File: src/hw/rtl/nsrf_pkg.sv
`default_nettype none
package nsrf_pkg;

  localparam int MAX_SIDE    = 2048;
  localparam int STORE_DEPTH = 524288;
  localparam int SIDE_W      = 12;   // source side register width, holds MAX_SIDE
  localparam int COORD_W     = 11;   // coordinate width
  localparam int BOXW_W      = 10;
  localparam int BOXH_W      = 9;
  localparam int RGB_W       = 24;
  localparam int ARGB_W      = 32;
  localparam int MEM_AW      = $clog2(STORE_DEPTH);
  localparam int DVD_W       = 23;   // dividend width, 11x12 and 12x10 products
  localparam int PROD_W      = COORD_W + SIDE_W;
  localparam int CNT_W       = $clog2(DVD_W);
  localparam int DIV_STAGES  = COORD_W;
  localparam int CFG_IDX_W   = 3;
  localparam int CFG_DATA_W  = 12;

  localparam logic [SIDE_W-1:0] SIDE_MAX_V  = SIDE_W'(MAX_SIDE);
  localparam logic [BOXW_W-1:0] BOX_W_LIMIT = BOXW_W'(800);
  localparam logic [BOXH_W-1:0] BOX_H_LIMIT = BOXH_W'(340);
  localparam logic [7:0]        ALPHA_OPAQUE = 8'hff;

  typedef enum logic [CFG_IDX_W-1:0] {
    REG_SRC_WIDTH  = 3'd0,
    REG_SRC_HEIGHT = 3'd1,
    REG_BOX_WIDTH  = 3'd2,
    REG_BOX_HEIGHT = 3'd3,
    REG_ROTATE_CW  = 3'd4
  } cfg_reg_t;

  typedef enum logic {
    REQ_WRITE = 1'b0,
    REQ_READ  = 1'b1
  } req_t;

  typedef enum logic [2:0] {
    FIT_IDLE,
    FIT_CHK1,
    FIT_DIV1,
    FIT_CHK2,
    FIT_DIV2
  } fit_state_t;

  typedef struct packed {
    logic               req_type;
    logic [COORD_W-1:0] pos_x;
    logic [COORD_W-1:0] pos_y;
    logic [7:0]         red_in;
    logic [7:0]         green_in;
    logic [7:0]         blue_in;
  } in_item_t;

  typedef struct packed {
    logic [ARGB_W-1:0] argb;
    logic [BOXW_W-1:0] out_width;
    logic [BOXH_W-1:0] out_height;
    logic              status;
  } out_item_t;

  typedef struct packed {
    logic               req;
    logic [COORD_W-1:0] x;
    logic [COORD_W-1:0] y;
    logic [RGB_W-1:0]   rgb;
    logic               bad;
  } pipe_t;

endpackage
`default_nettype wire

File: src/hw/rtl/nsrf_div_pipe.sv
`default_nettype none
module nsrf_div_pipe
  import nsrf_pkg::*;
(
  input  wire logic               clk,
  input  wire logic               en,
  input  wire logic [DVD_W-1:0]   dividend,
  input  wire logic [BOXW_W-1:0]  divisor,
  output logic      [COORD_W-1:0] quot
);

  // restoring divider, one quotient bit per stage, MSB first
  logic [DVD_W-1:0]   rem_r [DIV_STAGES];
  logic [COORD_W-1:0] q_r   [DIV_STAGES];

  for (genvar k = 0; k < DIV_STAGES; k++) begin : g_stage
    localparam int B = COORD_W - 1 - k;
    logic [DVD_W-1:0]   rin;
    logic [COORD_W-1:0] qin;
    logic [DVD_W-1:0]   trial;
    logic               ge;

    if (k == 0) begin : g_first
      assign rin = dividend;
      assign qin = '0;
    end else begin : g_next
      assign rin = rem_r[k-1];
      assign qin = q_r[k-1];
    end

    assign trial = DVD_W'(divisor) << B;
    assign ge    = (rin >= trial);

    always_ff @(posedge clk) begin
      if (en) begin
        rem_r[k] <= ge ? (rin - trial) : rin;
        q_r[k]   <= qin | (COORD_W'(ge) << B);
      end
    end
  end

  assign quot = q_r[DIV_STAGES-1];

endmodule
`default_nettype wire

File: config.mk
export PLATFORM = sky130hd
export DESIGN_NAME = nsrf_div_pipe
export DESIGN_NICKNAME = d
export VERILOG_FILES = /design/src/hw/rtl/nsrf_pkg.sv /design/src/hw/rtl/nsrf_div_pipe.sv
export SDC_FILE = /design/constraint.sdc
export NUM_CORES = 1
export LEC_CHECK = 0
export ABC_AREA = 1
export BUFFER_PORTS_ARGS = -buffer_cell sky130_fd_sc_hd__buf_2
export CORE_UTILIZATION = 69
export DETAILED_ROUTE_END_ITERATION = 8
export GPL_ROUTABILITY_DRIVEN = 0
export GPL_TIMING_DRIVEN = 0
export PLACE_DENSITY = 0.85
export SYNTH_ARGS = -nofsm -noshare
export SYNTH_HDL_FRONTEND = slang
export SYNTH_SLANG_ARGS = --single-unit
File: constraint.sdc
create_clock -name clk -period 6 [get_ports clk]
set_input_delay 0.6 -clock clk [delete_from_list [all_inputs] [get_ports clk]]
set_output_delay 0.6 -clock clk [all_outputs]
set_load 0.02 [all_outputs]
; ---- Word level (Yosys, flattened, before mapping)
; Memories as Yosys holds them, arrays and structs flattened.
; Index checks and enable logic that the tools add are counted.
[word_totals]
regBits = 0
ram_bits = 374
in_bits = 35
output_inout_bits = 11
word_cells = 47
n_memories = 2
[mem_list]
columns = name, depth, width, rd, rd_ports_with_merged_regs, wr, line_no
row1 = rem_r, 11, 23, 10, 0, 11, nsrf_div_pipe.sv:13  ; logic [DVD_W-1:0] rem_r [DIV_STAGES];
row2 = q_r, 11, 11, 11, 0, 11, nsrf_div_pipe.sv:14  ; logic [COORD_W-1:0] q_r [DIV_STAGES];
[op_classes]
n_addsub = 11
n_lt_le_gt_ge = 11
muxes = 13
bitwise_logic = 10
[ops]
columns = operator, count
row1 = $mux 23, 11
row2 = $ge 23x10->1, 1
row3 = $ge 23x11->1, 1
row4 = $ge 23x12->1, 1
row5 = $ge 23x13->1, 1
row6 = $ge 23x14->1, 1
row7 = $ge 23x15->1, 1
row8 = $ge 23x16->1, 1
row9 = $ge 23x17->1, 1
row10 = $ge 23x18->1, 1
row11 = $ge 23x19->1, 1
row12 = $ge 23x20->1, 1
row13 = $sub 23x10->23, 1
row14 = $sub 23x11->23, 1
row15 = $sub 23x12->23, 1
row16 = $sub 23x13->23, 1
row17 = $sub 23x14->23, 1
row18 = $sub 23x15->23, 1
row19 = $sub 23x16->23, 1
row20 = $sub 23x17->23, 1
row21 = $sub 23x18->23, 1
row22 = $sub 23x19->23, 1
row23 = $sub 23x20->23, 1
row24 = $or 11x1->11, 1
row25 = 10 further kinds, 11

; ---- Depth between registers and ports, before layout
; Gate-level depths: netlist of run 1.
; An unclocked memory read counts as a cell.
[depth]
word_depth = 3
mapped_depth = 14
mapped_depth_nobuf = 14

; ---- Worst setup path after synthesis of run 1
; Ideal clock, no wire load.
[synth_path]
path_kind = input port to flip-flop
startpoint = in divisor[1]
endpoint = mem rem_r[3][13], data pin
setup_time_ns = 0.257
arrival_ns = 2.140
required_time_ns = 5.743
setup_slack_ns = 3.604
stages = 11
n_path_buf = 1
cell_sequence = inv_1 -> fa_1 -> nand3_1 -> nand2_2 -> nand3_2 -> nand2_2 -> nand2_2 -> inv_2 -> nor2_4 -> buf_8 -> o21ai_2
[synth_lines]
columns = item, line_no
row1 = from (decl), nsrf_div_pipe.sv:8  ; input wire logic [BOXW_W-1:0] divisor,
row2 = to (decl), nsrf_div_pipe.sv:13

==> results.json, run 1 <==
{
  "cap_violations": 0,
  "ant_nets": 0,
  "cts_tree": "done",
  "via_per_inst": 5.80,
  "final_max_slew_viol_count": 0,
  "dieArea_um2": 29000,
  "synth.yosys.seq_area_share_pct": 45.5,
  "cts_buffer_depth": 3,
  "final.min_clock_period_ps": 2770,
  "setup_viol": 0,
  "grtUsageTotal_pct": 32.2,
  "rows": 61,
  "status": "finished clean",
  "cts_hold_buf": 0,
  "layout-drive-gt1-share_pct": 9.65,
  "yosys_most_used_dff": "edfxtp_1",
  "dp_hpwl_mm": 33.5,
  "clk_pin_slew_worst_paths_ps": 60,
  "ys_ff_latch": 296,
  "slew_headroom_pct": 36.3,
  "vias": 16500,
  "regArea_um2": 8890,
  "clockRootBuffer": "clkbuf_16",
  "synth_top_area_share_pct": 45.5,
  "hold_violations": 0,
  "period_share_pct": 46.2,
  "fmax_mhz": 361,
  "synth_top_family_by_area": "simple AND/OR/NAND/NOR gates",
  "hold-path-endpoint": "rem_r[0][4]",
  "io_pins": 46,
  "grt_max_degree": 134,
  "ys_types": 49,
  "synth_warnings": 0,
  "synth_area_um2": 19600,
  "rr_startpoint": "rem_r[6][3]",
  "rsz0062_at_grt": "false",
  "routed_wl_mm": 45.8,
  "synthMuxAreaShare_pct": 0,
  "core_um2": 27900,
  "power_leakage_uw": 0.00946,
  "syn2layout_area_growth_pct": 8.82,
  "worst_pin_slew_ps": 954,
  "synthAdderAreaFrac_pct": 8.06,
  "worstReg2RegEnd": "rem_r[7][12]",
  "numCtsBuffers": 31,
  "vdd_drop_max_v": 0.000297,
  "async_flop_share_pct": 0,
  "multi_input_area_um2": 9280,
  "initial_utilization_pct": 70.2,
  "syn_nets": 2519,
  "grt_pass1_wl_mm": 74.1,
  "wl_per_cell_um": 16.1,
  "drtPass1Iterations": 6,
  "end_kind": "flop",
  "antenna_found_initial": 0,
  "fin_util_pct": 76.4,
  "power.density_nw_per_um2": 380,
  "synthSimpleGateAreaFrac_pct": 29.6,
  "synth_edf_count": 296,
  "cts_sinks": 296,
  "post_cts_buffers": 0,
  "crit_fanout": 14,
  "die_x_um": 170,
  "portBuffers": 45,
  "grt_pass1_vias": 15600,
  "synth_cells": 2364,
  "reg2reg_depth": 14,
  "cts_resized": 0,
  "drcViolationCount": 0,
  "timing.reg2reg.setup_slack_ps": 3560,
  "fin_setup_tns_ps": 0,
  "cp.required_ps": 6330,
  "start_kind": "input pin",
  "arrival_ps": 3100,
  "dr.first_iter.drc_count": 1649,
  "fillers": 1899,
  "yosys-top-cells-area": "edfxtp_1, nand2_1, ha_1",
  "insertion_delay_ps": 580,
  "grt_overflow": 0,
  "die_h_um": 170,
  "syn-mean-instance-area_um2": 8.27,
  "worstHoldStart": "dividend[4]",
  "cts.htree.levels": 1,
  "nets": 2599,
  "crit_type": "in -> reg",
  "hp-class": "in -> reg",
  "diodes": 0,
  "whs_path_depth": 1,
  "synth_area_leader_cell": "edfxtp_1",
  "synth-xor-area-share_pct": 3.40,
  "fin_skew_ps": 14.1,
  "synth_compound_area_share_pct": 6.35
}
-- flip-flops by register name, indices dropped and copies added (netlist names) --
signal,cells
q_r,66
rem_r,230
-- layout by cell type, fill, tap and decap left out, types with 16 or more instances in the layout --
| cell type | synthesis | final |
|---|---|---|
| nand2_1 | 770 | 770 |
| ha_1 | 110 | 110 |
| xnor2_1 | 30 | 30 |
| inv_1 | 293 | 293 |
| clkbuf_16 | 0 | 31 |
| nand3_1 | 134 | 134 |
| nor3_1 | 25 | 25 |
| nor2_1 | 229 | 229 |
| buf_2 | 3 | 47 |
| xor2_1 | 46 | 46 |
| edfxtp_1 | 296 | 296 |
| nand4_1 | 51 | 51 |
| o21ai_2 | 16 | 16 |
| nand2_2 | 35 | 35 |
| a21oi_1 | 102 | 102 |
| a21oi_2 | 22 | 22 |
| o21ai_0 | 45 | 45 |
| nand3b_1 | 32 | 32 |
-- cell usage after synthesis (4+ instances only) --
master / number
nand3_1: 134
inv_1: 293
xnor2_1: 30
a21oi_1: 102
ha_1: 110
a21oi_2: 22
nand3_2: 9
inv_2: 14
buf_4: 4
nor2_4: 10
o21ai_2: 16
nor2_2: 8
edfxtp_1: 296
nor3_1: 25
nand3b_1: 32
nor4_1: 5
fa_1: 10
buf_6: 10
a21o_1: 4
nand2_1: 770
or2_2: 4
o21bai_1: 4
o21ai_1: 15
nor2_1: 229
nand2_2: 35
xor2_1: 46
nand4_1: 51
o21ai_0: 45
-- worst max-delay path, stage by stage --
cell and delay, ps:
buf_2 330, inv_1 470, fa_1 690, nand2_1 110, nand3_1 80, nand2_2 100
inv_2 50, nand3_2 70, inv_1 40, nor2_1 150, nand2_1 210, nand3_1 120
nand2_1 70
-- logic make-up (layout without fill, tap and decap cells) --
kind of cell	count (synthesis)	in the layout
compound gates	213	213
fa+ha+maj	120	120
xor+xnor	76	76
flops	296	296
buf+inv	331	433
simple gates	1328	1328
-- stage by stage --
stage	cell area (um^2)	power (uW)	setup slack, ps	hold WS [ps]	instances
detailed placement	20300	6180	2600	405	2789
floorplan	19600	5430	3600	400	2364
finish	21300	8080	3230	214	2844
global route	21300	8600	3010	200	2844
CTS	21300	8030	3190	199	2844
global placement	20300	6070	379	401	2787
-- routing by layer --
metal / share of wire [%] / GRT usage, %
met1: 40 / 40.1
met2: 49 / 56.8
met3: 7.3 / 3.79
met4: 4.3 / 13.6
met5: 0 / 0
-- worst max-delay path by stage --
stage | start | endpoint | slack, ps | depth (start not counted)
2_1_floorplan | divisor[1] | rem_r[3][13] | 3600 | 11
3_3_place_gp | en | q_r[9][1] | 380 | 1
3_5_place_dp | divisor[1] | rem_r[7][12] | 2600 | 13
4_1_cts | divisor[1] | rem_r[7][12] | 3190 | 13
5_1_grt | divisor[1] | rem_r[7][12] | 3010 | 13
6_report | divisor[1] | rem_r[7][12] | 3230 | 13
-- power breakdown --
part,leakage [uW],total (uW),internal (uW),switching [uW]
Combinational,0.00616,3050,1090,1960
Clock,0.000463,1840,1040,804
Sequential,0.00284,3180,2860,322
-- layout make-up --
cell class	instances	share of cell area [%]
Clock inverter	18	0.764
Inverter	310	5.50
Clock buffer	37	3.75
Timing Repair Buffer	47	1.36
Tap cell	378	2.22
Multi-Input combinational cell	1737	43.6
Sequential cell	296	41.8
Buffer	21	1.02
Note: power is estimated with default switching activity, not from simulation.
==> run 2: changes to the inputs <==
- CORE_UTILIZATION: 69 -> 58
- PLACE_DENSITY: 0.85 -> 0.76
- clock period: 6 -> 2.5 ns (I/O delays scaled with it)
==> results.json, run 2 (synthesized netlist as in run 1, its figures left out) <==
{
  "final_common_cell": "nand2_1",
  "clk_pin_slew_worst_paths_ps": 60,
  "antenna_found_initial": 0,
  "nets": 2616,
  "rsz0062_at_grt": "false",
  "cts_sinks": 296,
  "wl_per_cell_um": 15.7,
  "diodes": 0,
  "largestRegisters": "rem_r: 230 flops, q_r: 66 flops",
  "final.min_clock_period_ps": 2330,
  "whs_path_depth": 3,
  "power.density_nw_per_um2": 915,
  "die_x_um": 186,
  "preCtsSetupSlack_ps": -563,
  "rows": 66,
  "grt_overflow": 0,
  "cts_tree": "done",
  "status": "finished clean",
  "layout-drive-gt1-share_pct": 9.94,
  "fin_skew_ps": 9.59,
  "largest-register": "rem_r",
  "cts.htree.levels": 1,
  "cap_violations": 0,
  "clockRootBuffer": "clkbuf_16",
  "insertion_delay_ps": 590,
  "arrival_ps": 2670,
  "hp-class": "in -> reg",
  "via_per_inst": 5.56,
  "start_kind": "flop",
  "worst-path-buf-inv": 4,
  "end_kind": "flop",
  "numCtsBuffers": 31,
  "dr.first_iter.drc_count": 1448,
  "final_cell_mix": "nand2_1, edfxtp_1, inv_1, nor2_1, nand3_1",
  "crit_chain": "inv_1 > ha_1 > inv_1 > fa_1 > nand3_1 > nand2_2 > nand3_2 > nand2_2 > nand2_2 > inv_2 > nor2_4 > buf_8 > a21oi_2",
  "dieArea_um2": 34500,
  "cp.required_ps": 2840,
  "routed_wl_mm": 45.9,
  "final_max_slew_viol_count": 0,
  "io_pins": 46,
  "worst_pin_slew_ps": 965,
  "grt_pass1_vias": 15700,
  "syn2layout_area_growth_pct": 10.6,
  "period_share_pct": 93.2,
  "largest_register_ffs": 230,
  "initial_utilization_pct": 59.5,
  "dp_hpwl_mm": 33.5,
  "grt_pass1_wl_mm": 75.1,
  "portBuffers": 45,
  "critical_path.top_delay_family": "simple AND/OR/NAND/NOR gates",
  "vias": 16300,
  "crit_fanout": 10,
  "fmax_mhz": 429,
  "drtPass1Iterations": 8,
  "worst_slack_ps": 170,
  "crit_type": "reg -> reg",
  "crit_top_cell": "nand2_2",
  "ant_nets": 0,
  "cts_buffer_depth": 3,
  "slew_headroom_pct": 35.6,
  "place_area_um2": 20400,
  "power_leakage_uw": 0.00958,
  "grt_max_degree": 134,
  "die_h_um": 186,
  "crit_slowest_cell": "fa_1",
  "hold_violations": 0,
  "reg2reg_depth": 13,
  "setup_viol": 0,
  "cp_slowest_stage_delay_ps": 440,
  "vdd_drop_max_v": 0.000676,
  "core_um2": 32900,
  "fin_area_um2": 21600,
  "crit_cells": 13,
  "grtUsageTotal_pct": 27.5,
  "drcViolationCount": 0,
  "p_total_uw": 19800,
  "fin_hold_ws_ps": 29.6
}
run 2: where the power goes:
part	leakage (uW)	total [uW]	switching (uW)	internal [uW]
logic	0.00623	7350	4700	2650
clock network	0.000514	4840	1950	2890
registers	0.00284	7610	746	6870
total	0.00958	19800	7400	12400
run 2: timing repair:
action                                 4_1_cts  5_1_grt
resized for setup                            0        6
hold buffers                                14        0
endpoints found under the hold margin       14        0
buffers inserted                             0        3
setup endpoints to repair                    0       41
run 2: worst reg2reg max path, cell delays in order, from the launching register on:
cell	delay, ps
edfxtp_1	350
inv_1	80
ha_1	150
inv_1	70
fa_1	440
nand3_1	160
nand2_2	100
nand3_2	80
nand2_2	70
nand2_2	80
inv_2	50
nor2_4	200
buf_8	200
a21oi_2	60
run 2: layout make-up:
type,instances,area [um^2]
fill,2667,11200
tap,442,553
clock buffer,36,795
clock inverter,20,263
multi-input combinational,1737,9300
sequential,296,8890
buffer,21,216
inverter,310,1170
timing repair buffer,64,453
run 2: final timing paths:
kind / startpoint / endpoint / slack, ps
hold / removal: dividend[18] / rem_r[0][18] / 30
hold reg to reg: q_r[5][10] / q_r[6][10] / 410
setup / recovery: rem_r[2][7] / rem_r[3][18] / 170
setup reg to reg: rem_r[2][7] / rem_r[3][18] / 170
run 2: metal layers:
| layer | global-route usage (%) | wire length, um | vias up |
|---|---|---|---|
| li1 | - | - | 8008 |
| met1 | 34.9 | 19100 | 7498 |
| met2 | 47.0 | 21700 | 632 |
| met3 | 3.50 | 3020 | 133 |
| met4 | 12.1 | 2020 | 0 |
| met5 | 0 | 0 | - |
run 2: through the flow:
step	setup TNS [ps]	util, %	instances
final	0	65.8	2926
after global routing	0	65.8	2926
after CTS	0	65.7	2923
after detailed placement	-64950	62.1	2853
after global placement	-895080	61.9	2851
after floorplan	0	-	2364
