[src/hw/rtl/nsrf_pkg.sv]
`default_nettype none
package nsrf_pkg;

  localparam int MAX_SIDE    = 2048;
  localparam int STORE_DEPTH = 524288;
  localparam int SIDE_W      = 12;   // source side register width, holds MAX_SIDE
  localparam int COORD_W     = 11;   // coordinate width
  localparam int BOXW_W      = 10;
  localparam int BOXH_W      = 9;
  localparam int RGB_W       = 24;
  localparam int ARGB_W      = 32;
  localparam int MEM_AW      = $clog2(STORE_DEPTH);
  localparam int DVD_W       = 23;   // dividend width, 11x12 and 12x10 products
  localparam int PROD_W      = COORD_W + SIDE_W;
  localparam int CNT_W       = $clog2(DVD_W);
  localparam int DIV_STAGES  = COORD_W;
  localparam int CFG_IDX_W   = 3;
  localparam int CFG_DATA_W  = 12;

  localparam logic [SIDE_W-1:0] SIDE_MAX_V  = SIDE_W'(MAX_SIDE);
  localparam logic [BOXW_W-1:0] BOX_W_LIMIT = BOXW_W'(800);
  localparam logic [BOXH_W-1:0] BOX_H_LIMIT = BOXH_W'(340);
  localparam logic [7:0]        ALPHA_OPAQUE = 8'hff;

  typedef enum logic [CFG_IDX_W-1:0] {
    REG_SRC_WIDTH  = 3'd0,
    REG_SRC_HEIGHT = 3'd1,
    REG_BOX_WIDTH  = 3'd2,
    REG_BOX_HEIGHT = 3'd3,
    REG_ROTATE_CW  = 3'd4
  } cfg_reg_t;

  typedef enum logic {
    REQ_WRITE = 1'b0,
    REQ_READ  = 1'b1
  } req_t;

  typedef enum logic [2:0] {
    FIT_IDLE,
    FIT_CHK1,
    FIT_DIV1,
    FIT_CHK2,
    FIT_DIV2
  } fit_state_t;

  typedef struct packed {
    logic               req_type;
    logic [COORD_W-1:0] pos_x;
    logic [COORD_W-1:0] pos_y;
    logic [7:0]         red_in;
    logic [7:0]         green_in;
    logic [7:0]         blue_in;
  } in_item_t;

  typedef struct packed {
    logic [ARGB_W-1:0] argb;
    logic [BOXW_W-1:0] out_width;
    logic [BOXH_W-1:0] out_height;
    logic              status;
  } out_item_t;

  typedef struct packed {
    logic               req;
    logic [COORD_W-1:0] x;
    logic [COORD_W-1:0] y;
    logic [RGB_W-1:0]   rgb;
    logic               bad;
  } pipe_t;

endpackage
`default_nettype wire

[src/hw/rtl/nsrf_fit.sv]
`default_nettype none
module nsrf_fit
  import nsrf_pkg::*;
(
  input  wire logic              clk,
  input  wire logic              rst_n,
  input  wire logic              start,
  input  wire logic [SIDE_W-1:0] vw,
  input  wire logic [SIDE_W-1:0] vh,
  input  wire logic [BOXW_W-1:0] bw,
  input  wire logic [BOXH_W-1:0] bh,
  output logic      [BOXW_W-1:0] dw,
  output logic      [BOXH_W-1:0] dh,
  output logic                   busy
);

  fit_state_t        state_r, state_nxt;
  logic [SIDE_W-1:0] dw_r, dw_nxt, dh_r, dh_nxt;
  logic [DVD_W-1:0]  dvd_r, dvd_nxt;
  logic [SIDE_W-1:0] rem_r, rem_nxt, dvs_r, dvs_nxt;
  logic [CNT_W-1:0]  cnt_r, cnt_nxt;

  logic [SIDE_W:0]   rsh;
  logic              ge;
  logic [DVD_W-1:0]  dvd_step;
  logic [SIDE_W-1:0] q;
  logic              last;

  assign rsh      = {rem_r, dvd_r[DVD_W-1]};
  assign ge       = (rsh >= {1'b0, dvs_r});
  assign dvd_step = {dvd_r[DVD_W-2:0], ge};
  assign q        = dvd_step[SIDE_W-1:0];
  assign last     = (cnt_r == CNT_W'(DVD_W - 1));

  always_comb begin
    state_nxt = state_r;
    unique case (state_r)
      FIT_IDLE: state_nxt = FIT_IDLE;
      FIT_CHK1: state_nxt = (vw > SIDE_W'(bw)) ? FIT_DIV1 : FIT_CHK2;
      FIT_DIV1: if (last) state_nxt = FIT_CHK2;
      FIT_CHK2: state_nxt = (dh_r > SIDE_W'(bh)) ? FIT_DIV2 : FIT_IDLE;
      FIT_DIV2: if (last) state_nxt = FIT_IDLE;
      default:  state_nxt = FIT_IDLE;
    endcase
    if (start) state_nxt = FIT_CHK1;
  end

  always_comb begin
    dw_nxt  = dw_r;
    dh_nxt  = dh_r;
    dvd_nxt = dvd_r;
    rem_nxt = rem_r;
    dvs_nxt = dvs_r;
    cnt_nxt = cnt_r;
    unique case (state_r)
      FIT_CHK1: begin
        dw_nxt  = vw;
        dh_nxt  = vh;
        dvd_nxt = DVD_W'(vh) * DVD_W'(bw);
        dvs_nxt = vw;
        rem_nxt = '0;
        cnt_nxt = '0;
      end
      FIT_CHK2: begin
        dvd_nxt = DVD_W'(vw) * DVD_W'(bh);
        dvs_nxt = vh;
        rem_nxt = '0;
        cnt_nxt = '0;
      end
      FIT_DIV1, FIT_DIV2: begin
        rem_nxt = ge ? SIDE_W'(rsh - {1'b0, dvs_r}) : rsh[SIDE_W-1:0];
        dvd_nxt = dvd_step;
        cnt_nxt = cnt_r + CNT_W'(1);
        if (last) begin
          if (state_r == FIT_DIV1) begin
            dh_nxt = (q == '0) ? SIDE_W'(1) : q;
            dw_nxt = SIDE_W'(bw);
          end else begin
            dw_nxt = (q == '0) ? SIDE_W'(1) : q;
            dh_nxt = SIDE_W'(bh);
          end
        end
      end
      default: ;
    endcase
  end

  always_ff @(posedge clk) begin
    if (!rst_n) begin
      state_r <= FIT_CHK1;
    end else begin
      state_r <= state_nxt;
    end
  end

  always_ff @(posedge clk) begin
    dw_r  <= dw_nxt;
    dh_r  <= dh_nxt;
    dvd_r <= dvd_nxt;
    rem_r <= rem_nxt;
    dvs_r <= dvs_nxt;
    cnt_r <= cnt_nxt;
  end

  assign busy = (state_r != FIT_IDLE);
  assign dw   = dw_r[BOXW_W-1:0];
  assign dh   = dh_r[BOXH_W-1:0];

endmodule
`default_nettype wire

[config.mk]
export PLATFORM = sky130hd
export DESIGN_NAME = nsrf_fit
export DESIGN_NICKNAME = d
export VERILOG_FILES = /design/src/hw/rtl/nsrf_pkg.sv /design/src/hw/rtl/nsrf_fit.sv
export SDC_FILE = /design/constraint.sdc
export NUM_CORES = 1
export LEC_CHECK = 0
export BUFFER_PORTS_ARGS = -buffer_cell sky130_fd_sc_hd__buf_2
export CAP_MARGIN = 30
export CORE_ASPECT_RATIO = 1.5
export CORE_MARGIN = 2
export CORE_UTILIZATION = 35
export DETAILED_ROUTE_END_ITERATION = 16
export PLACE_DENSITY = 0.5
export REMOVE_ABC_BUFFERS = 1
export SYNTH_ARGS = -nofsm -noshare
export SYNTH_HDL_FRONTEND = slang
export SYNTH_SLANG_ARGS = --single-unit
[constraint.sdc]
create_clock -name clk -period 5 [get_ports clk]
set_input_delay 0 -clock clk [delete_from_list [all_inputs] [get_ports clk]]
set_output_delay 0 -clock clk [all_outputs]
set_load 0.01 [all_outputs]
Word-level counts from Yosys, hierarchy flattened
Index checks and enable logic that the tools add are counted. Widths: inputs -> output; s select.

$add $sub $neg: 2. $mul: 2. Magnitude comparators: 3. Equality and inequality tests: 8. Mux-type cells: 17. Bitwise operators: 1. Reduce and logical (&&, ||, !) cells: 11.

Operator list (number): $pmux 12 s2 (3); $pmux 23 s3 (1); $mux 12 (4); $mul 12x10->22 (1); $mul 12x9->21 (1); $mux 10 (2); $pmux 10 s2 (1); $ge 13x12->1 (1); $gt 12x10->1 (1); $gt 12x9->1 (1); $logic_not 12->1 (1); $pmux 3 s4 (1); $sub 12x12->12 (1); $pmux 5 s2 (1); $mux 3 (3); $eq 3x2->1 const B (2); $ne 2x2->1 const B (3); $reduce_bool 2->1 (3); $reduce_bool 3->1 (2); $reduce_or 2->1 (3); $add 5x1->5 const B (1); $eq 5x5->1 const B (1); $reduce_and 2->1 (2); $eq 3x1->1 const B (1); 3 further kinds (3).

Bits in registers: 77. Bits of input ports: 46. Output and inout bits: 20. Logic and storage cells: 51.

Depth between registers and ports, before layout
Gate-level depths: netlist (run 1).

Depth after elaboration: 6. Depth in mapped cells: 21. Mapped depth without buffers: 20.

Worst setup path after synthesis (run 1)
No wires, ideal clock.

Kind: input-to-reg. Start: input bw[2]. End: register dvd_r[19], data pin. Setup time: 269 ps. Data arrival time: 4668 ps. Required time: 4731 ps. Setup slack: 63 ps. Cell stages on the path: 21. Path buffers: 1. Path through: clkbuf_1 > nand2_1 > fa_1 > inv_1 > fa_1 > inv_1 > fa_1 > inv_1 > fa_1 > inv_1 > fa_1 > inv_1 > ha_1 > o21a_1 > o21bai_1 > o21bai_1 > and2_1 > o31ai_1 > a31oi_1 > xor2_1 > o21ai_0.

Cells in the longest elaborated chain, start to end: 2.

Ends and longest elaborated chain: start: declaration (line nsrf_fit.sv:10) `input wire logic [BOXW_W-1:0] bw,`; $mul 12x10->22 (line nsrf_fit.sv:59) `dvd_nxt = DVD_W'(vh) * DVD_W'(bw);`; $pmux 23 s3 (line nsrf_fit.sv:55) `unique case (state_r)`; via dvd_nxt[19] (line nsrf_fit.sv:19) `logic [DVD_W-1:0] dvd_r, dvd_nxt;`; end signal: assignment (line nsrf_fit.sv:99) `dvd_r <= dvd_nxt;`; end: declaration (line nsrf_fit.sv:19).

The timed path passes the listed nets, and every way through them passes these cells. A chain may end at the register's enable or synchronous reset.

Worst setup path after layout (run 1)
Start: input bw[3]. End: register dvd_r[19], data pin.

The elaborated chain is that of the path after synthesis.

==> results of run 1 <==
## placed cells by master (no fill, tap or decap), types with 12 or more instances in the layout
master	Yosys	layout
nor2_1	45	45
a22oi_1	25	25
and2_1	128	128
a21oi_1	37	37
xnor2_1	26	26
edfxtp_1	74	74
ha_1	131	131
inv_1	218	218
buf_4	9	64
nand2_1	180	179
xor2_1	17	17
buf_2	4	65
fa_1	150	150
o22ai_1	12	12
o21ai_0	50	49
nand3_1	17	17
## tightest hold or removal path, delay by kind of cell
kind	cells	cell delay, ns
simple gates	1	0.20
buf+inv	1	0.09
compound gates	1	0.06
## per-stage QoR
stage | total power, mW | cell area (µm²) | hold WS [ns] | instances | setup WS, ns
6_report | 5.87 | 13400 | 0.0595 | 1838 | 0.345
4_1_cts | 5.95 | 13400 | 0.0531 | 1838 | 0.339
5_1_grt | 6.54 | 13400 | 0.0866 | 1838 | -0.00824
2_1_floorplan | 3.95 | 11700 | 0.174 | 1267 | 0.318
3_3_place_gp | 5.23 | 13100 | 0.409 | 1821 | 0.0437
3_5_place_dp | 5.25 | 13100 | 0.411 | 1822 | -0.0170
## metal layers
| layer | track usage [%] | vias to the layer above |
|---|---|---|
| met5 | 0 | - |
| met4 | 7.31 | 0 |
| met3 | 1.42 | 59 |
| met2 | 36.4 | 192 |
| met1 | 23.9 | 4736 |
| li1 | - | 4492 |
## where the power goes
| group | leakage [nW] | total (mW) | switching (mW) | internal [mW] |
|---|---|---|---|---|
| combinational | 5.62 | 4.15 | 2.33 | 1.82 |
| sequential | 0.801 | 1.04 | 0.0959 | 0.945 |
| clock | 0.140 | 0.679 | 0.288 | 0.392 |
## sequential cells by signal, summed over array words and instances, names as in the netlist
register  flops
dvd_r        23
dh_r         12
dvs_r        12
rem_r        12
dw_r         10
cnt_r         5
state_r       3
## area by class of cell
class                           count  area (µm²)
Clock inverter                      6        71.3
Multi-Input combinational cell    971        8640
Sequential cell                    77        2280
Tap cell                          425         532
Clock buffer                       10         229
Inverter                          219         822
Fill cell                        3529       20700
Timing Repair Buffer              130         833
## cells by family (layout without fill, tap and decap cells)
family / Yosys count / count (layout) / synth area share, %
and+or+nand+nor: 431 / 431 / 17.8
buffers and inverters: 296 / 365 / 9.65
adders and majority gates: 281 / 281 / 38.5
AOI/OAI and AO/OA: 209 / 209 / 11.5
DFF: 77 / 77 / 18.9
xor gates and xnor gates: 43 / 43 / 3.12
muxes: 7 / 7 / 0.581
## path summary, 6_finish.rpt
kind	to	from	cells past startpoint
max	dvd_r[19]	bw[3]	21
max reg2reg	dh_r[0]	rem_r[0]	9
min reg2reg	dvd_r[13]	dvd_r[12]	2
min	state_r[2]	rst_n	3
## repair_timing
item,in CTS,in global routing
endpoints found under the setup margin,0,1
hold endpoints to repair,0,0
gates resized for setup,0,1
==> results.md, run 1 <==
* H-tree depth at 3
* Crit. End Element: flop
* Final Critical Period at about 4.7 ns
* Number of setup violations in the final report at 0
* DR pass1 iterations at 6
* Port Buffers at 65
* GP Congestion at approximately 0.86
* Cell with the most instances after synthesis: inv_1
* Met3 wire len at approximately 870 µm
* Total track usage at 19.7%
* 1st-iter DRT viols at 485
* Crit-path most repeated cell: fa_1
* Area growth syn-to-layout at 11.1%
* Total detailed-routing wirelength at ~34000 µm
* CP peak stage delay at around 0.54 ns
* # rows at 83
* Nets at ~1700
* Cells after Synth at 1344
* Worst Clk Skew at 0.0107 ns
* Largest net degree at the start of global routing at 41
* # DRC at 0
* Commonest cells post-synth: inv_1 (218), nand2_1 (180), fa_1 (150)
* Critical path buffer and inverter count at 6
* Worst Tran Pin Value at roughly 0.90 ns
* Hold Violations, Final at 0
* WL met2 at ~18000 µm
* Pwr Density at around 440 nW/µm²
* FMAX at 215 MHz
* Num CTS Buffers at 9
* Post-synth EDFFs at 74
* Avg Inst Size Synth at 8.98 µm²
* Ports at 66
* R2R setup slack at slightly above 2 ns
* Fin util at 39.4%
* Hold Crit Class: in2reg
* Worst Setup Path Type: in2reg
* Worst Path Required at 5.09 ns
* Count of yosys warnings during synthesis at 0
* Top_reg_cell synth: edfxtp_1
* Worst ir drop on vdd at 0.292 mV
* CP Max Fanout at 7
* RSZ-0062 raised after global routing: yes
* Antenna violations before repair at 0
* Number of global-route vias before repair at between 10000 and 15000
* Post-CTS Setup Bufs at 0
* # hold bufs at CTS at 0
* FF+latch count, synth at 77
* Crit path cell chain: buf_2 > buf_4 > nand2_1 > fa_1 > inv_1 > fa_1 > ha_1 > fa_1 > inv_1 > fa_1 > inv_1 > ha_1 > a21oi_1 > o21ai_1 > o21bai_1 > and2_1 > o31ai_1 > buf_4 > a31oi_1 > xor2_1 > o21ai_0
* CTS tree: yes
* Area share of the largest cell type after synthesis at between 20% and 30%
* Initial Util at 35.4%
* Slew Limit Headroom at 39.8%
* Die area at 36000 µm²
* Routed Antenna Nets at 0
* Detailed Place HPWL at 27700 µm
* Slew Viols, Final at 0
* CP top delay family: adder cells
* Clock buffer depth at 2
* Layout cells sized above 1 at between 10% and 20%
* Critical path's slowest cell: fa_1
* Max Cap Viol at 0
* Setup TNS at 0 ns
* Die span in x at 156 µm
* Final period utilization at 93.1%
* Vias per inst at 5.16
* Worst-Skew Late Latency at between 0.3 and 0.4 ns
* Clock transition at the registers of the reported paths at 0.07 ns
* Synth area leader: fa_1
* Max Used Layer: met4
* Leakage at roughly 6.6 nW
* ANT cells at 0
* Synth area leaders: fa_1 (25%), edfxtp_1 (18%), ha_1 (14%)
* Die H at 231 µm
* Grt total ovfl at 0
* Netlist cell types at 64
* Vias at between 9000 and 10000
* Post-synth ARST share at 0%
* CP startpoint kind: input port
* Critical Path AT at 4.74 ns
* Sequential-to-total area share from yosys stat at a little under a fifth
* WL met1 at 13900 µm
* First-pass GRT wire length at ~55000 µm
* Core area at 34100 µm²
* WL/cell at 18.4 µm
* Root buffer cell: clkbuf_16
* CTS sink count at 77
* Cell Area, Synth at 12100 µm²
* Status: complete, no violations
Note: power is estimated with default switching activity, not from simulation.
==> run 2: changes to the inputs <==
--- a/config.mk
+++ b/config.mk
@@ -12,7 +12,6 @@
 export CORE_UTILIZATION = 35
 export DETAILED_ROUTE_END_ITERATION = 16
 export PLACE_DENSITY = 0.5
-export REMOVE_ABC_BUFFERS = 1
 export SYNTH_ARGS = -nofsm -noshare
 export SYNTH_HDL_FRONTEND = slang
 export SYNTH_SLANG_ARGS = --single-unit
==> run 2 against run 1 <==
- non-clock buffer count grew 5
- hold slack gained 0.0044 ns
- global-route usage grew 0.10 points
- sequential share of layout area shrank 0.051 points
- critical path depth shrank 1
- core utilization grew 0.12 points
- die area is the same
- combinational power grew 2%
- register-to-register slack is essentially flat
- via count shrank 0.34%
==> results.md, run 2 (synthesis results as in run 1) <==
* DR pass1 iterations at 6
* H-tree depth at 3
* Worst-Skew Late Latency at 0.34 ns
* R2R Path End: dw_r[0]
* Number of global-route vias before repair at 10057
* Slew Viols, Final at 0
* Post-CTS Setup Bufs at 0
* Power, Total at 5.95 mW
* Slew Limit Headroom at 35.2%
* Max Cap Viol at 0
* Worst ir drop on vdd at between 0.2 and 0.25 mV
* Crit-path most repeated cell: fa_1
* FMAX at 215 MHz
* Net count after synthesis at 1671
* Worst Path Required at 5.08 ns
* CP startpoint kind: input port
* Initial Util at 35.4%
* Worst Setup Path Type: in2reg
* Die span in x at 156 µm
* # resized after CTS at 0
* R2R setup slack at 2.04 ns
* Status: complete, no violations
* Die area at 36000 µm²
* Final period utilization at 92.9%
* Design Area, Final at 13400 µm²
* Vias at approximately 9400
* Nets at 1740
* Vias per inst at 5.13
* Grt total ovfl at 0
* Die H at 231 µm
* Num CTS Buffers at 9
* # DRC at 0
* Clock buffer depth at 2
* GP Congestion at approximately 0.9
* Largest net degree at the start of global routing at 41
* WL/cell at roughly 19 µm
* Detailed Place HPWL at 28500 µm
* Crit path cell chain: buf_2 > buf_4 > and2_1 > fa_1 > fa_1 > fa_1 > fa_1 > inv_1 > fa_1 > inv_1 > ha_1 > nand2_1 > o21bai_1 > o21bai_1 > and2_1 > o31ai_1 > buf_4 > xor2_1 > a22oi_1 > o21ai_0
* Most frequent cells in the layout: inv_1 (218), nand2_1 (179), fa_1 (150)
* Hold Startpoint: vw[11]
* CP peak stage delay at 0.55 ns
* Hold Violations, Final at 0
* CTS tree: yes
* Ports at between 60 and 70
* Layout cells sized above 1 at 11.8%
* Worst Tran Pin Value at a little under 1 ns
* CP Max Fanout at 4
* Total track usage at 19.8%
* Worst Hold Path EP: dvs_r[11]
* CTS sink count at 77
* Max FFs per register at 23
* Area growth syn-to-layout at 11.4%
* Worst Clk Skew at 0.0114 ns
* Pwr Density at between 400 and 500 nW/µm²
* Critical Path AT at 4.73 ns
* Number of setup violations in the final report at 0
* RSZ-0062 raised after global routing: no
* Leakage at 6.59 nW
* Core area at 34100 µm²
* Critical path's slowest cell: fa_1
* 1st-iter DRT viols at 555
* First-pass GRT wire length at about 55000 µm
* # hold bufs at CTS at 0
* Total detailed-routing wirelength at 34300 µm
* Crit. End Element: flop
* Routed Antenna Nets at 0
* Hold Crit Class: in2reg
* Reg-to-reg startpoint: rem_r[0]
* Final Critical Period at around 4.6 ns
* ANT cells at 0
* # rows at 83
* Most common cell after layout, fill and taps aside: inv_1
* Clock transition at the registers of the reported paths at 0.06 ns
* Root buffer cell: clkbuf_16
* Reg2Reg Depth at 9
* Antenna violations before repair at 0
* Worst Hold Path Cells at 3
* Most flops, register: dvd_r
* Area post-placement at 13100 µm²
* Port Buffers at 65
## run 2: cell count changes in the layout (fill, tap and decap cells not counted), sizes merged
cell      before  now
clkbuf        10   11
inv          220  219
clkinv         2    3
clkinvlp       2    1
buf          130  135
## run 2: per-layer routing
layer	up-vias	share of wire [%]	track usage, %	routed length (µm)
li1	4500	-	-	-
met1	4725	41	23.2	14000
met2	166	53	37.3	18300
met3	56	2.1	1.57	713
met4	0	4.0	7.60	1370
met5	-	0	0	0
## run 2: final cells by class
type                    instances  area [µm²]
clock buffers                  11         243
well taps                     425         532
multi-input cells             971        8640
repair buffers                135         871
flip-flops and latches         77        2280
fillers                      3523       20600
clock inverters                 5        60.1
inverters                     219         822
## run 2: critical path: cells and delay by family
family | cells | cell delay [ns]
buffers and inverters | 5 | 0.55
adder cells (fa/ha/maj) | 6 | 2.85
AND/OR/NAND/NOR | 3 | 0.42
XOR/XNOR | 1 | 0.06
AO/OA/AOI/OAI | 5 | 0.85
## run 2: worst max path at each step
stage | startpoint | to | slack, ns | depth (start not counted)
final | vh[5] | dvd_r[17] | 0.35 | 20
after global routing | bw[2] | dvd_r[17] | 0.12 | 21
after CTS | vh[5] | dvd_r[17] | 0.34 | 20
after detailed placement | vh[5] | dvd_r[17] | -0.02 | 20
after global placement | vh[5] | dvd_r[19] | 0.06 | 20
after floorplan | bw[2] | dvd_r[19] | 0.06 | 21
## run 2: stage by stage
stage	util [%]	hold WS [ns]	setup TNS, ns	worst slack [ns]	cells
6_report	39.5	0.0639	0	0.353	1843
5_1_grt	39.5	0.0591	0	0.121	1843
4_1_cts	39.5	0.0570	0	0.343	1843
3_5_place_dp	38.6	0.413	-0.0230	-0.0225	1827
3_3_place_gp	38.5	0.412	0	0.0630	1825
2_1_floorplan	-	0.177	0	0.0630	1344
## run 2: where the power goes
group / internal, mW / switching [mW] / leakage [nW] / total (mW)
logic: 1.88 / 2.36 / 5.64 / 4.24
registers: 0.945 / 0.103 / 0.801 / 1.05
clock network: 0.402 / 0.261 / 0.146 / 0.663
total: 3.22 / 2.72 / 6.59 / 5.95
==> run 3: changes to the inputs <==
--- a/config.mk
+++ b/config.mk
@@ -5,13 +5,14 @@
 export SDC_FILE = /design/constraint.sdc
 export NUM_CORES = 1
 export LEC_CHECK = 0
+export ABC_AREA = 1
 export BUFFER_PORTS_ARGS = -buffer_cell sky130_fd_sc_hd__buf_2
 export CAP_MARGIN = 30
 export CORE_ASPECT_RATIO = 1.5
 export CORE_MARGIN = 2
-export CORE_UTILIZATION = 35
+export CORE_UTILIZATION = 45
 export DETAILED_ROUTE_END_ITERATION = 16
-export PLACE_DENSITY = 0.5
+export PLACE_DENSITY = 0.62
 export SYNTH_ARGS = -nofsm -noshare
 export SYNTH_HDL_FRONTEND = slang
 export SYNTH_SLANG_ARGS = --single-unit
==> run 3 against run 2 <==
- clock skew shrank 0.0022 ns
- largest cell class unchanged
- count of clock-buffer cells in the layout shrank 1
- critical path type unchanged
- sequential power shrank 7%
- setup slack gained 0.23 ns
- final area grew 3.9%
- critical path depth shrank 1
- first-iteration DRC count grew 20%
==> results.md, run 3 <==
* Hold Violations, Final at 0
* CTS sink count at 77
* Vias per inst at a little over 5
* Pwr Density at between 400 and 500 nW/µm²
* Met3 Resource Use GR at under 10%
* Max Cap Viol at 0
* CP Max Fanout at 13
* Area growth syn-to-layout at 7.11%
* Worst-Skew Late Latency at between 0.3 and 0.4 ns
* 1st-iter DRT viols at 664
* Cells after Synth at 1799
* Netlist cell types at 45
* Final Critical Period at 4.41 ns
* Vias at 11138
* Post-synth EDFFs at 74
* Critical Path AT at 4.50 ns
* # DRC at 0
* Worst Setup Path Type: in2reg
* Crit-path most repeated cell: fa_1
* Grt total ovfl at 0
* R2R setup slack at 2.42 ns
* Cell Area, Synth at 13000 µm²
* WHS at around 0.19 ns
* Slew Viols, Final at 0
* Final period utilization at 88.3%
* Die span in x at 143 µm
* Most frequent cells in the layout: nand2_1 (534), inv_1 (467), fa_1 (150)
* Avg Inst Size Synth at 7.25 µm²
* Number of global-route vias before repair at 11550
* Worst Path Required at 5.08 ns
* Top_reg_cell synth: edfxtp_1
* H-tree depth at 3
* Initial Util at 45.6%
* FF+latch count, synth at 77
* Reg-to-reg startpoint: rem_r[5]
* Die H at roughly 210 µm
* Antenna violations before repair at 4
* Area share of the largest cell type after synthesis at between 20% and 30%
* Hold Crit Class: in2reg
* Ports at 66
* Layout cells sized above 1 at 6.36%
* Worst Hold Path EP: dvs_r[3]
* CP top delay family: adder cells
* Crit. End Element: flop
* Count of yosys warnings during synthesis at 0
* GR Layer Usage met1 at 28.4%
* Total detailed-routing wirelength at 35800 µm
* # rows at 76
* Synth area leaders: fa_1 (23%), edfxtp_1 (17%), nand2_1 (15%)
* Net count after synthesis at 2126
* Leakage at 8.22 nW
* GP Congestion at 0.892
* # resized after CTS at 0
* Setup TNS at 0 ns
* Total track usage at 24.7%
* Critical path's slowest cell: fa_1
* Hold Startpoint: vw[3]
* Number of setup violations in the final report at 0
* Cell with the most instances after synthesis: nand2_1
* CP startpoint kind: input port
* Core area at 28600 µm²
* Clock buffer depth at 2
* Max FFs per register at 23
* Worst Clk Skew at 0.00920 ns
* Root buffer cell: clkbuf_16
* CTS tree: yes
* Commonest cells post-synth: nand2_1 (534), inv_1 (467), fa_1 (150)
* Post-synth ARST share at 0%
* Clock transition at the registers of the reported paths at roughly 0.07 ns
* CP peak stage delay at 0.57 ns
* Status: complete, no violations
* Worst ir drop on vdd at 0.354 mV
* Worst Tran Pin Value at 0.864 ns
* R2R Path End: dw_r[0]
* Peak-usage layer in the global routing report: met2
* Critical path buffer and inverter count at 5
* Die area at just over 30000 µm²
* M2 GR Usage at 45.9%
* Routed Antenna Nets at 0
* Worst Hold Path Cells at 3
* WL/cell at 16.1 µm
* Sequential-to-total area share from yosys stat at 17.5%
* Reg2Reg Depth at 9
* Detailed Place HPWL at 29700 µm
* Largest net degree at the start of global routing at 41
* Nets at 2145
* Port Buffers at 65
* Synth area leader: fa_1
* Slew Limit Headroom at 42.1%
* DR pass1 iterations at 5
* First-pass GRT wire length at 58000 µm
* Most common cell after layout, fill and taps aside: nand2_1
* RSZ-0062 raised after global routing: no
* FMAX at 227 MHz
* Crit path cell chain: buf_2 > nand2_1 > fa_1 > fa_1 > inv_1 > fa_1 > fa_1 > inv_1 > fa_1 > inv_1 > ha_1 > nand2_1 > inv_1 > a21oi_1 > nor2_1 > nor2_1 > nand3b_1 > nand3_1 > nand3_1
* Most flops, register: dvd_r
* Num CTS Buffers at 9
## run 3: changes by cell type in the layout (fill, tap and decap cells not counted), sizes merged, moves of 12 or more
cell	change
inv	+255
xnor2	-19
and2	-126
buf	-61
o221ai	+15
o21ai	-18
nor2	+55
nand2	+356
a22oi	-21
a211oi	-12
nand3	+67
## run 3: timing repair
item                      in CTS  in global routing
setup buffers                  0                  0
hold buffers                   2                  0
hold endpoints to repair       3                  0
## run 3: final cells by class
class,count,area (µm²)
Fill cell,2924,14600
Multi-Input combinational cell,1181,8680
Sequential cell,77,2280
Inverter,473,1780
Tap cell,390,488
Timing Repair Buffer,76,420
Clock buffer,10,229
Clock inverter,6,93.8
Antenna cell,1,2.50
## run 3: cells by family after synthesis
family	count (synthesis)	synth area share (%)
adders and majority gates	281	35.6
and+or+nand+nor	763	24.0
DFF	77	17.5
buffers and inverters	541	16.1
AOI/OAI and AO/OA	123	5.85
xor gates and xnor gates	14	0.940
## run 3: stage by stage
step / util (%) / std cells / area [µm²] / total power [mW] / setup slack [ns]
2_1_floorplan: - / 1799 / 13000 / 4.33 / 0.560
3_3_place_gp: 47.5 / 2193 / 13600 / 5.44 / 0.302
3_5_place_dp: 47.6 / 2194 / 13600 / 5.47 / 0.210
4_1_cts: 48.8 / 2212 / 14000 / 6.24 / 0.569
5_1_grt: 48.8 / 2214 / 14000 / 6.95 / 0.352
6_report: 48.8 / 2214 / 14000 / 6.18 / 0.587
## run 3: worst min-delay path, stage by stage
cell and delay (ns):
buf_2 0.21, nand2_1 0.11, nand2_1 0.05
## run 3: worst max-delay path by stage
stage	slack, ns	startpoint	end	depth (start not counted)
finish	0.59	bw[9]	dvd_r[15]	19
floorplan	0.56	vh[0]	dvd_r[15]	19
detailed placement	0.21	bw[9]	dvd_r[15]	19
global placement	0.30	vh[3]	dvd_r[15]	19
global route	0.35	bw[3]	dvd_r[17]	24
CTS	0.57	bw[9]	dvd_r[15]	19
## run 3: metal layers
| metal | routed length, µm | vias to the layer above | share of wire [%] |
|---|---|---|---|
| met2 | 19000 | 287 | 53 |
| met1 | 13400 | 5328 | 38 |
| li1 | - | 5436 | - |
| met4 | 1550 | 6 | 4.3 |
| met3 | 1740 | 81 | 4.9 |
| met5 | 31 | - | 0.087 |
## run 3: power breakdown
| group | switching (mW) | internal, mW |
|---|---|---|
| combinational | 2.87 | 1.62 |
| sequential | 0.0480 | 0.925 |
| clock | 0.282 | 0.442 |
| total | 3.20 | 2.99 |
